--- config.mk ---
export PLATFORM = sky130hd
export DESIGN_NAME = tbme_front
export DESIGN_NICKNAME = d
export VERILOG_FILES = /design/src/tbme_pkg.sv /design/src/tbme_front.sv
export SDC_FILE = /design/constraint.sdc
export NUM_CORES = 1
export LEC_CHECK = 0
export BUFFER_PORTS_ARGS = -buffer_cell sky130_fd_sc_hd__buf_4
export CAP_MARGIN = 5
export CORE_MARGIN = 2
export CORE_UTILIZATION = 45
export DETAILED_ROUTE_END_ITERATION = 8
export PLACE_DENSITY = 0.7
export SLEW_MARGIN = 20
export SYNTH_ARGS = -nofsm -noshare
export SYNTH_HDL_FRONTEND = slang
export SYNTH_SLANG_ARGS = --single-unit
--- constraint.sdc ---
create_clock -name clk -period 2.7 [get_ports clk]
set_clock_uncertainty 0.1 [all_clocks]
set_input_delay 0.135 -clock clk [delete_from_list [all_inputs] [get_ports clk]]
set_output_delay 0.135 -clock clk [all_outputs]
set_load 0.03 [all_outputs]
--- src/tbme_pkg.sv ---
// shared types and constants for the tag bitmap matrix engine
package tbme_pkg;

  localparam int RECORDS = 64;
  localparam int TAGS    = 64;
  localparam int ID_W    = 6;
  localparam int CNT_W   = 7;

  localparam logic [CNT_W-1:0] LIST_EMPTY = CNT_W'(RECORDS);

  typedef enum logic [2:0] {
    OP_TEST      = 3'd0,
    OP_SET       = 3'd1,
    OP_CLEAR     = 3'd2,
    OP_ALLOC_REC = 3'd3,
    OP_FREE_REC  = 3'd4,
    OP_ALLOC_TAG = 3'd5,
    OP_FREE_TAG  = 3'd6,
    OP_QUERY     = 3'd7
  } op_t;

  typedef enum logic [1:0] {
    ST_OK       = 2'd0,
    ST_REC_FULL = 2'd1,
    ST_TAG_FULL = 2'd2,
    ST_BAD_ID   = 2'd3
  } status_t;

  typedef struct packed {
    op_t              op;
    logic [ID_W-1:0]  rec_id;
    logic [ID_W-1:0]  tag_id;
    logic             last;
    logic             bad;
  } cmd_t;

  typedef struct packed {
    status_t          status;
    logic             bit_value;
    logic [ID_W-1:0]  index;
    logic             found;
    logic             end_of_run;
  } res_t;

endpackage

--- src/tbme_front.sv ---
// front end: accepts input beats, checks id ranges and queues decoded commands
module tbme_front (
  input  logic             clk,
  input  logic             rst,
  input  logic             s_axis_tvalid,
  output logic             s_axis_tready,
  input  logic [15:0]      s_axis_tdata,
  input  logic             s_axis_tlast,
  output logic             q_valid,
  output tbme_pkg::cmd_t   q_entry,
  input  logic             q_pop
);

  tbme_pkg::cmd_t cmd_in;
  tbme_pkg::cmd_t ent [2];
  logic           wp;
  logic           rp;
  logic [1:0]     count;
  logic           rec_ok;
  logic           tag_ok;
  logic           push;
  logic           pop;

  always_comb begin
    cmd_in.op     = tbme_pkg::op_t'(s_axis_tdata[2:0]);
    cmd_in.rec_id = s_axis_tdata[8:3];
    cmd_in.tag_id = s_axis_tdata[14:9];
    cmd_in.last   = s_axis_tlast;
    rec_ok = {1'b0, cmd_in.rec_id} < tbme_pkg::CNT_W'(tbme_pkg::RECORDS);
    tag_ok = {1'b0, cmd_in.tag_id} < tbme_pkg::CNT_W'(tbme_pkg::TAGS);
    unique case (cmd_in.op)
      tbme_pkg::OP_TEST,
      tbme_pkg::OP_SET,
      tbme_pkg::OP_CLEAR:    cmd_in.bad = !rec_ok || !tag_ok;
      tbme_pkg::OP_FREE_REC: cmd_in.bad = !rec_ok;
      tbme_pkg::OP_FREE_TAG,
      tbme_pkg::OP_QUERY:    cmd_in.bad = !tag_ok;
      default:               cmd_in.bad = 1'b0;
    endcase
  end

  assign s_axis_tready = (count != 2'd2);
  assign push          = s_axis_tvalid && s_axis_tready;
  assign q_valid       = (count != 2'd0);
  assign pop           = q_pop && q_valid;
  assign q_entry       = ent[rp];

  always_ff @(posedge clk) begin
    if (push) begin
      ent[wp] <= cmd_in;
    end
  end

  always_ff @(posedge clk) begin
    if (rst) begin
      wp    <= 1'b0;
      rp    <= 1'b0;
      count <= 2'd0;
    end else begin
      if (push) wp <= ~wp;
      if (pop) rp <= ~rp;
      count <= count + 2'(push) - 2'(pop);
    end
  end

endmodule

After elaboration in Yosys (flattened, before gate mapping)
Memory sizes are Yosys's and may differ from the RTL's. A register that Yosys moved wholly into a read port is not among the register bits.
Index checks and enable logic that the tools add are counted.
{ "classes": {"n_addsub": 2, "mux": 4, "order_cmp": 0, "div_mod_pow": 0, "reduce_logical": 3, "multipliers": 0, "eq_ne": 1, "bitwise": 2, "shifts": 0} }
{ "op_table": {"columns": ["cell", "count"], "rows": [
  ["$mux 1", 4],
  ["$add 2x1->2", 1],
  ["$logic_and 1x1->1", 2],
  ["$ne 2x2->1 const B", 1],
  ["$not 1->1", 2],
  ["$reduce_bool 2->1", 1],
  ["$sub 2x1->2", 1]
]} }
{ "totals": {"register_bits": 4, "output_inout_bits": 19, "memories": 1, "wordCells": 16, "latch_bits": 0, "ram_bits": 32, "input_bits": 21, "rom_bits": 0} }
{ "mem_list": {"columns": ["memory", "words", "width", "rd", "rd_clocked_by_memory_dff", "wr", "line", "text"], "rows": [
  ["ent", 2, 16, 1, 1, 1, "tbme_front.sv:15", "tbme_pkg::cmd_t ent [2];"]
]} }

Depth between registers and ports, before layout
Gate-level depths: netlist of the first run.
{ "logic_depth": {"depth_word": 4, "ltp_mapped": 8, "depth_no_buf": 8} }

Worst setup path before layout of the first run
No wires, ideal clock.
{ "synth_path": {"kind": "reg-to-reg", "from": "reg count[0]", "to": "mem ent[0][0] (netlist bit), enable pin", "slack_ns": 0.826, "stages_incl_launch_ff": 4, "arrival_time_ns": 1.386, "n_path_buf": 0, "setup_ns": 0.388, "period_less_slack_ns": 1.874, "required_ns": 2.212, "cell_sequence": "dfxtp_1 > nand2b_2 > nand2_2 > nor2_1"} }
{ "synth_via": {"elab_chain_len": 4} }
{ "synth_rtl": {"columns": ["element", "line", "text"], "rows": [
  ["start, declared", "tbme_front.sv:18", "logic [1:0] count;"],
  ["start signal, assigned", "tbme_front.sv:62", "count <= count + 2'(push) - 2'(pop);"],
  ["$ne 2x2->1", "tbme_front.sv:42", "assign s_axis_tready = (count != 2'd2);"],
  ["via s_axis_tready", "tbme_front.sv:6", "output logic s_axis_tready,"],
  ["$logic_and 1x1->1", "tbme_front.sv:43", "assign push = s_axis_tvalid && s_axis_tready;"],
  ["$mux 1", "tbme_front.sv:49", "if (push) begin"],
  ["$mux 1 (implied by the code)", "tbme_front.sv:50", "ent[wp] <= cmd_in;"],
  ["end, declared", "tbme_front.sv:15", null]
]} }
The timed path passes the listed nets, and every way through them passes these cells.

==> flow_summary_export.csv, run 1 <==
group,metric,value,unit
run_status,status,"finished, final reports clean",
synthesis,ys_seq_area_share,73.17,%
timing,slew_headroom,49.90,%
detailed_routing,vias,807,
timing,tightest_slew,0.7516,ns
global_routing,grt_antenna_before_repair,0,
place,port_buffers,37,
place,dpl.hpwl,1.510,mm
worst_setup_path,worstSetupStartpointType,"register",
layout,final_area,0.001987,mm2
synthesis,syn_avg_cell_area,19.08,um2
cts,cts_setup_buffers,0,
detailed_routing,drt_iter0_drc,10,
cts,hold_buffers,17,
floorplan,core_region_area,0.003053,mm2
cts,clockBufferDepth,2,
layout,antenna_cells,0,
global_routing,grt_usage,13.86,%
pwr,vdd_drop_max,456.4,uV
detailed_routing,drc,0,
synthesis,synth_area,0.001450,mm2
synthesis,synthesis.nets,99,
worst_setup_path,critPathRequiredTime,2.47,ns
floorplan,pin_count,40,
place,gp_congestion,0.5952,
synthesis,synthCells,76,
timing,max_freq,539.0,MHz
timing,post-route-period-util,68.72,%
timing,setup_viol,0,
layout,final_nets,159,
timing,slew_violations,0,
cts,cts_tree,"built",
floorplan,start_util,47.50,%
layout,drive_gt1_share,42.34,%
cts,cts_sinks,37,
cts,insertion_delay,0.32,ns
detailed_routing,drt-vias-per-instance,4.459,
floorplan,die_x,60.77,um
cts,cts_buffers,5,
flow_run,cap_violations,0,
timing,setup_tns,0,ns
synthesis,ys_seq_elements,37,
global_routing,grt_overflow,0,
hold_path,hold_path.class,"in2reg",
cts,ctsRootBufferMaster,"clkbuf_4",
synthesis,synth_cell_types,18,
timing,grt_setup_unrepaired,"false",
global_routing,grt_max_degree,17,
detailed_routing,wl_per_cell,12.71,um
floorplan,dieArea,0.003692,mm2
synthesis,ys_warn_count,0,
cts,cts_max_level,2,
place,placed_area,0.001768,mm2
layout,syn_to_final_growth,37.01,%
worst_setup_path,endpoint_kind,"output pin",
cts,ctsResizeCount,0,
cts,clk_pin_slew,0.09,ns
detailed_routing,antenna_left,0,
global_routing,grt_pass1_vias,791,
floorplan,rows,20,
detailed_routing,drt-pass1-iter-count,3,
worst_setup_path,worstPathMaxFanout,10,
pwr,p_leak,0.7985,nW
detailed_routing,drt_wl_total,2.301,mm
global_routing,grt_pass1_wl,3.463,mm
timing,min_period,1.855,ns
worst_setup_path,crit_type,"reg2out",
timing,final_hold_viol_count,0,
floorplan,dieHeight,60.77,um
worst_setup_path,arrival,1.62,ns
pwr,power_density,844.2,mW/mm2
layout,fill_cells,245,
-- per-stage QoR --
stage	utilization [%]	total power, W	setup WS (ns)	std cells	hold slack [ns]
after floorplan	-	0.001226	0.8260	76	0.1066
final	65.08	0.001677	0.8446	181	0.09254
after global routing	65.08	0.001767	0.7598	181	0.08576
after detailed placement	57.91	0.001414	1.024	156	0.2230
after global placement	57.91	0.001402	1.035	156	0.2200
after CTS	65.08	0.001699	0.7998	181	0.06451
-- layer usage --
| layer | share of wire [%] | up-vias | global-route usage [%] |
|---|---|---|---|
| li1 | - | 398 | - |
| met1 | 43 | 370 | 15.62 |
| met2 | 49 | 31 | 22.27 |
| met3 | 6.2 | 8 | 4.691 |
| met4 | 2.6 | 0 | 9.317 |
| met5 | 0 | - | 0 |
-- Yosys cell counts --
library cell	instances	area, um2
nand2_2	1	6.260
xnor2_1	2	17.52
dfxtp_1	5	100.1
o21a_2	1	8.760
buf_6	2	22.52
nor2b_1	2	12.51
inv_1	1	3.750
mux2_4	11	165.2
ha_1	2	25.02
mux2_1	6	67.56
buf_4	1	7.510
nand2b_2	1	8.760
edfxtp_1	32	960.9
or2_1	1	6.260
nor2_1	5	18.77
conb_1	1	3.750
and3_1	1	6.260
xor2_1	1	8.760
-- layout make-up --
cell class	count	area (um2)	share of cell area [%]
Timing Repair Buffer	56	462.9	23.30
Tap cell	44	55.05	2.771
Clock inverter	1	3.754	0.1889
Inverter	1	3.754	0.1889
Sequential cell	37	1061	53.40
Multi-Input combinational cell	35	355.3	17.88
Clock buffer	7	45.04	2.267
-- flip-flops by register name, summed over array words and instances, names as in the netlist, named ones only --
name and cells:
rp 1, count 2, wp 1, ent 32
-- path summary, 6_finish.rpt --
kind                            start                    to  slack, ns  cells after the start
setup / recovery             register           q_entry[10]       0.84                      3
hold / removal          s_axis_tvalid       wp$_SDFFE_PP0N_       0.09                      3
setup reg to reg  count[0]$_SDFF_PP0_  ent[1][13]$_DFFE_PP_       1.05                      2
hold reg to reg       rp$_SDFFE_PP0P_              register       0.42                      2
-- cells in the final DEF (no fill, tap or decap), drive strengths merged --
cell type    count
buf             39
edfxtp          32
dlygate4sd3     17
mux2            17
clkbuf           7
nor2             5
dfxtp            5
nor2b            2
xnor2            2
ha               2
o21a             1
nand2b           1
nand2            1
or2              1
inv              1
and3             1
xor2             1
conb             1
clkinv           1
-- power by group --
part           leakage [nW]  switching (W)  internal, W
registers             0.340      0.0000432     0.000722
logic                 0.431       0.000346     0.000301
clock network        0.0269       0.000165     0.000100
-- worst max-delay path: stages, from the launching register on --
cell	delay [ns]
dfxtp_1	0.51
buf_4	0.29
mux2_4	0.32
buf_4	0.17
-- kinds of logic (layout without fill, tap and decap cells) --
kind of cell,count (synthesis),in the layout,share of synthesized area [%]
other cells,1,1,0.2586
fa+ha+maj,2,2,1.725
flops,37,37,73.17
buf+inv,4,65,2.329
mux,17,17,16.05
xor+xnor,3,3,1.812
simple gates,11,11,4.056
compound gates,1,1,0.6041
(Power assumes the default switching activity.)
==> run 2: changes to the inputs <==
--- a/config.mk
+++ b/config.mk
@@ -5,12 +5,13 @@
 export SDC_FILE = /design/constraint.sdc
 export NUM_CORES = 1
 export LEC_CHECK = 0
+export ABC_AREA = 1
 export BUFFER_PORTS_ARGS = -buffer_cell sky130_fd_sc_hd__buf_4
 export CAP_MARGIN = 5
 export CORE_MARGIN = 2
 export CORE_UTILIZATION = 45
 export DETAILED_ROUTE_END_ITERATION = 8
-export PLACE_DENSITY = 0.7
+export PLACE_DENSITY = 0.73
 export SLEW_MARGIN = 20
 export SYNTH_ARGS = -nofsm -noshare
 export SYNTH_HDL_FRONTEND = slang
==> constraint.sdc (replaced) <==
create_clock -name clk -period 1.65 [get_ports clk]
set_clock_uncertainty 0.1 [all_clocks]
set_input_delay 0.0825 -clock clk [delete_from_list [all_inputs] [get_ports clk]]
set_output_delay 0.0825 -clock clk [all_outputs]
set_load 0.03 [all_outputs]
==> flow_summary_export.csv, run 2 <==
group,metric,value,unit
run_status,status,"finished, final reports clean",
detailed_routing,drc,0,
timing,hold-worst-slack,0.3525,ns
pwr,p_leak,0.8607,nW
layout,syn_to_final_growth,42.27,%
synthesis,synthCells,89,
global_routing,grt_overflow,0,
synthesis,synth_top_area_share,65.58,%
pwr,power_density,1390,mW/mm2
worst_setup_path,cp-startpoint,"count[1]$_SDFF_PP0_",
worst_setup_path,arrival,1.71,ns
timing,setup_ws,0.06194,ns
synthesis,synth_cell_types,14,
synthesis,ys_seq_elements,37,
place,gp_congestion,0.6595,
layout,final_area,0.002085,mm2
layout,antenna_cells,0,
floorplan,dieHeight,61.06,um
synthesis,synth_most_common_cell,"edfxtp_1",
timing,min_period,1.588,ns
floorplan,core_region_area,0.003078,mm2
detailed_routing,wl_per_cell,12.31,um
global_routing,grt_pass1_wl,3.953,mm
synthesis,synth_ff_type,"edfxtp_1",
cts,insertion_delay,0.33,ns
cts,cts_tree,"built",
synthesis,syn_avg_cell_area,16.46,um2
layout,most-common-layout-cells,"buf_4, edfxtp_1, dlygate4sd3_1",
worst_setup_path,worstSetupStartpointType,"register",
pwr,vdd_drop_max,874.5,uV
synthesis,ys_seq_area_share,72.42,%
worst_setup_path,crit_type,"reg2reg",
timing,setup_tns,0,ns
floorplan,die_x,61.06,um
detailed_routing,antenna_left,0,
detailed_routing,drt_wl_total,2.475,mm
place,dpl.hpwl,1.668,mm
synthesis,ys_warn_count,0,
global_routing,grt_max_degree,11,
layout,final_common_cell,"buf_4",
timing,setup_viol,0,
cts,ctsRootBufferMaster,"clkbuf_4",
hold_path,hold_path_startpoint,"rst",
synthesis,async_flop_share,0,%
place,dp_slack,0.05596,ns
layout,final_util,67.72,%
synthesis,synth_area,0.001465,mm2
cts,clk_pin_slew,0.09,ns
layout,regMostFlops,"ent",
synthesis,synth_top_cell_by_area,"edfxtp_1",
layout,drive_gt1_share,49.68,%
synthesis,synth-edff-count,32,
detailed_routing,vias,914,
timing,slew_violations,0,
timing,post-route-period-util,96.25,%
worst_setup_path,r2r_start,"count[1]$_SDFF_PP0_",
place,port_buffers,37,
cts,clockBufferDepth,2,
place,placed_area,0.001809,mm2
global_routing,grt_antenna_before_repair,0,
detailed_routing,drt-pass1-iter-count,3,
worst_setup_path,worstPathMaxFanout,4,
worst_setup_path,critPathRequiredTime,1.78,ns
hold_path,hold_path.class,"in2reg",
flow_run,cap_violations,0,
timing,max_freq,629.7,MHz
worst_setup_path,endpoint_kind,"register",
timing,final_hold_viol_count,0,
layout,reg_top3,"ent (32), count (2)",
global_routing,grt_usage,15.23,%
floorplan,pin_count,40,
floorplan,dieArea,0.003728,mm2
synthesis,netlist_top_cells_count,"edfxtp_1, mux2_4, nor2_1",
cts,cts_sinks,37,
floorplan,start_util,47.60,%
layout,final_nets,179,
floorplan,rows,20,
timing,grt_setup_unrepaired,"true",
layout,largest_register_ffs,32,
synthesis,synthesis.nets,112,
detailed_routing,drt-vias-per-instance,4.547,
detailed_routing,drt_iter0_drc,22,
synthesis,synth.area.top_cells,"edfxtp_1, mux2_4, dfxtp_1",
cts,cts_max_level,2,
layout,fill_cells,226,
global_routing,grt_pass1_vias,897,
cts,cts_buffers,5,
run 2: cell types whose count changed after synthesis, sizes merged, moves of 3 or more:
cell / delta
inv: +7
nand2: +7
nor2: +4
nand3: +3
run 2: cells by family after synthesis:
group	Yosys count	share of synthesized area (%)
and+or+nand+nor	20	5.380
AOI/OAI and AO/OA	2	0.6832
other	1	0.2559
buffers and inverters	11	4.697
muxes	16	14.86
DFF	37	72.42
adders and majority gates	2	1.708
run 2: layout make-up:
| class | count | area [um2] | area share (%) |
|---|---|---|---|
| multi-input cells | 41 | 359.1 | 17.23 |
| inverters | 8 | 30.03 | 1.441 |
| clock buffers | 8 | 48.80 | 2.341 |
| well taps | 44 | 55.05 | 2.641 |
| flip-flops and latches | 37 | 1067 | 51.20 |
| repair buffers | 63 | 524.3 | 25.15 |
run 2: per-layer routing:
| layer | part of all wire [%] | global-route usage, % | up-vias |
|---|---|---|---|
| li1 | - | - | 446 |
| met1 | 39 | 17.25 | 436 |
| met2 | 54 | 25.84 | 26 |
| met3 | 5.6 | 6.303 | 6 |
| met4 | 1.8 | 5.590 | 0 |
| met5 | 0 | 0 | - |
run 2: final timing paths:
path	end	slack [ns]	cells past startpoint
max	count[1]$_SDFF_PP0_	0.06	10
min	count[0]$_SDFF_PP0_	0.35	3
max reg2reg	count[1]$_SDFF_PP0_	0.06	10
min reg2reg	rp$_SDFFE_PP0P_	0.42	2
run 2: where the power goes:
| part | switching, W | internal, W |
|---|---|---|
| Sequential | 0.0000745 | 0.00120 |
| Combinational | 0.000650 | 0.000542 |
| Clock | 0.000263 | 0.000170 |
| Total | 0.000987 | 0.00191 |
run 2: timing repair:
| action | CTS | global route |
|---|---|---|
| hold buffers | 19 | 0 |
| buffers inserted | 0 | 1 |
| endpoints found under the hold margin | 37 | 0 |
| endpoints found under the setup margin | 13 | 12 |
| resized for setup | 1 | 12 |
| pin swaps | 0 | 4 |
run 2: through the flow:
step / std cells / total power [W]
CTS: 200 / 0.002857
floorplan: 89 / 0.002047
global placement: 173 / 0.002352
detailed placement: 173 / 0.002386
global route: 201 / 0.003081
finish: 201 / 0.002898
run 2: critical path: stages (launching register included):
cell and delay, ns:
dfxtp_2 0.35, nor2_1 0.13, nor2_1 0.07, ha_1 0.29, inv_1 0.06, ha_2 0.19
inv_2 0.04, nand2_2 0.07, nand3_2 0.07, nand2_1 0.08, nor2_1 0.04
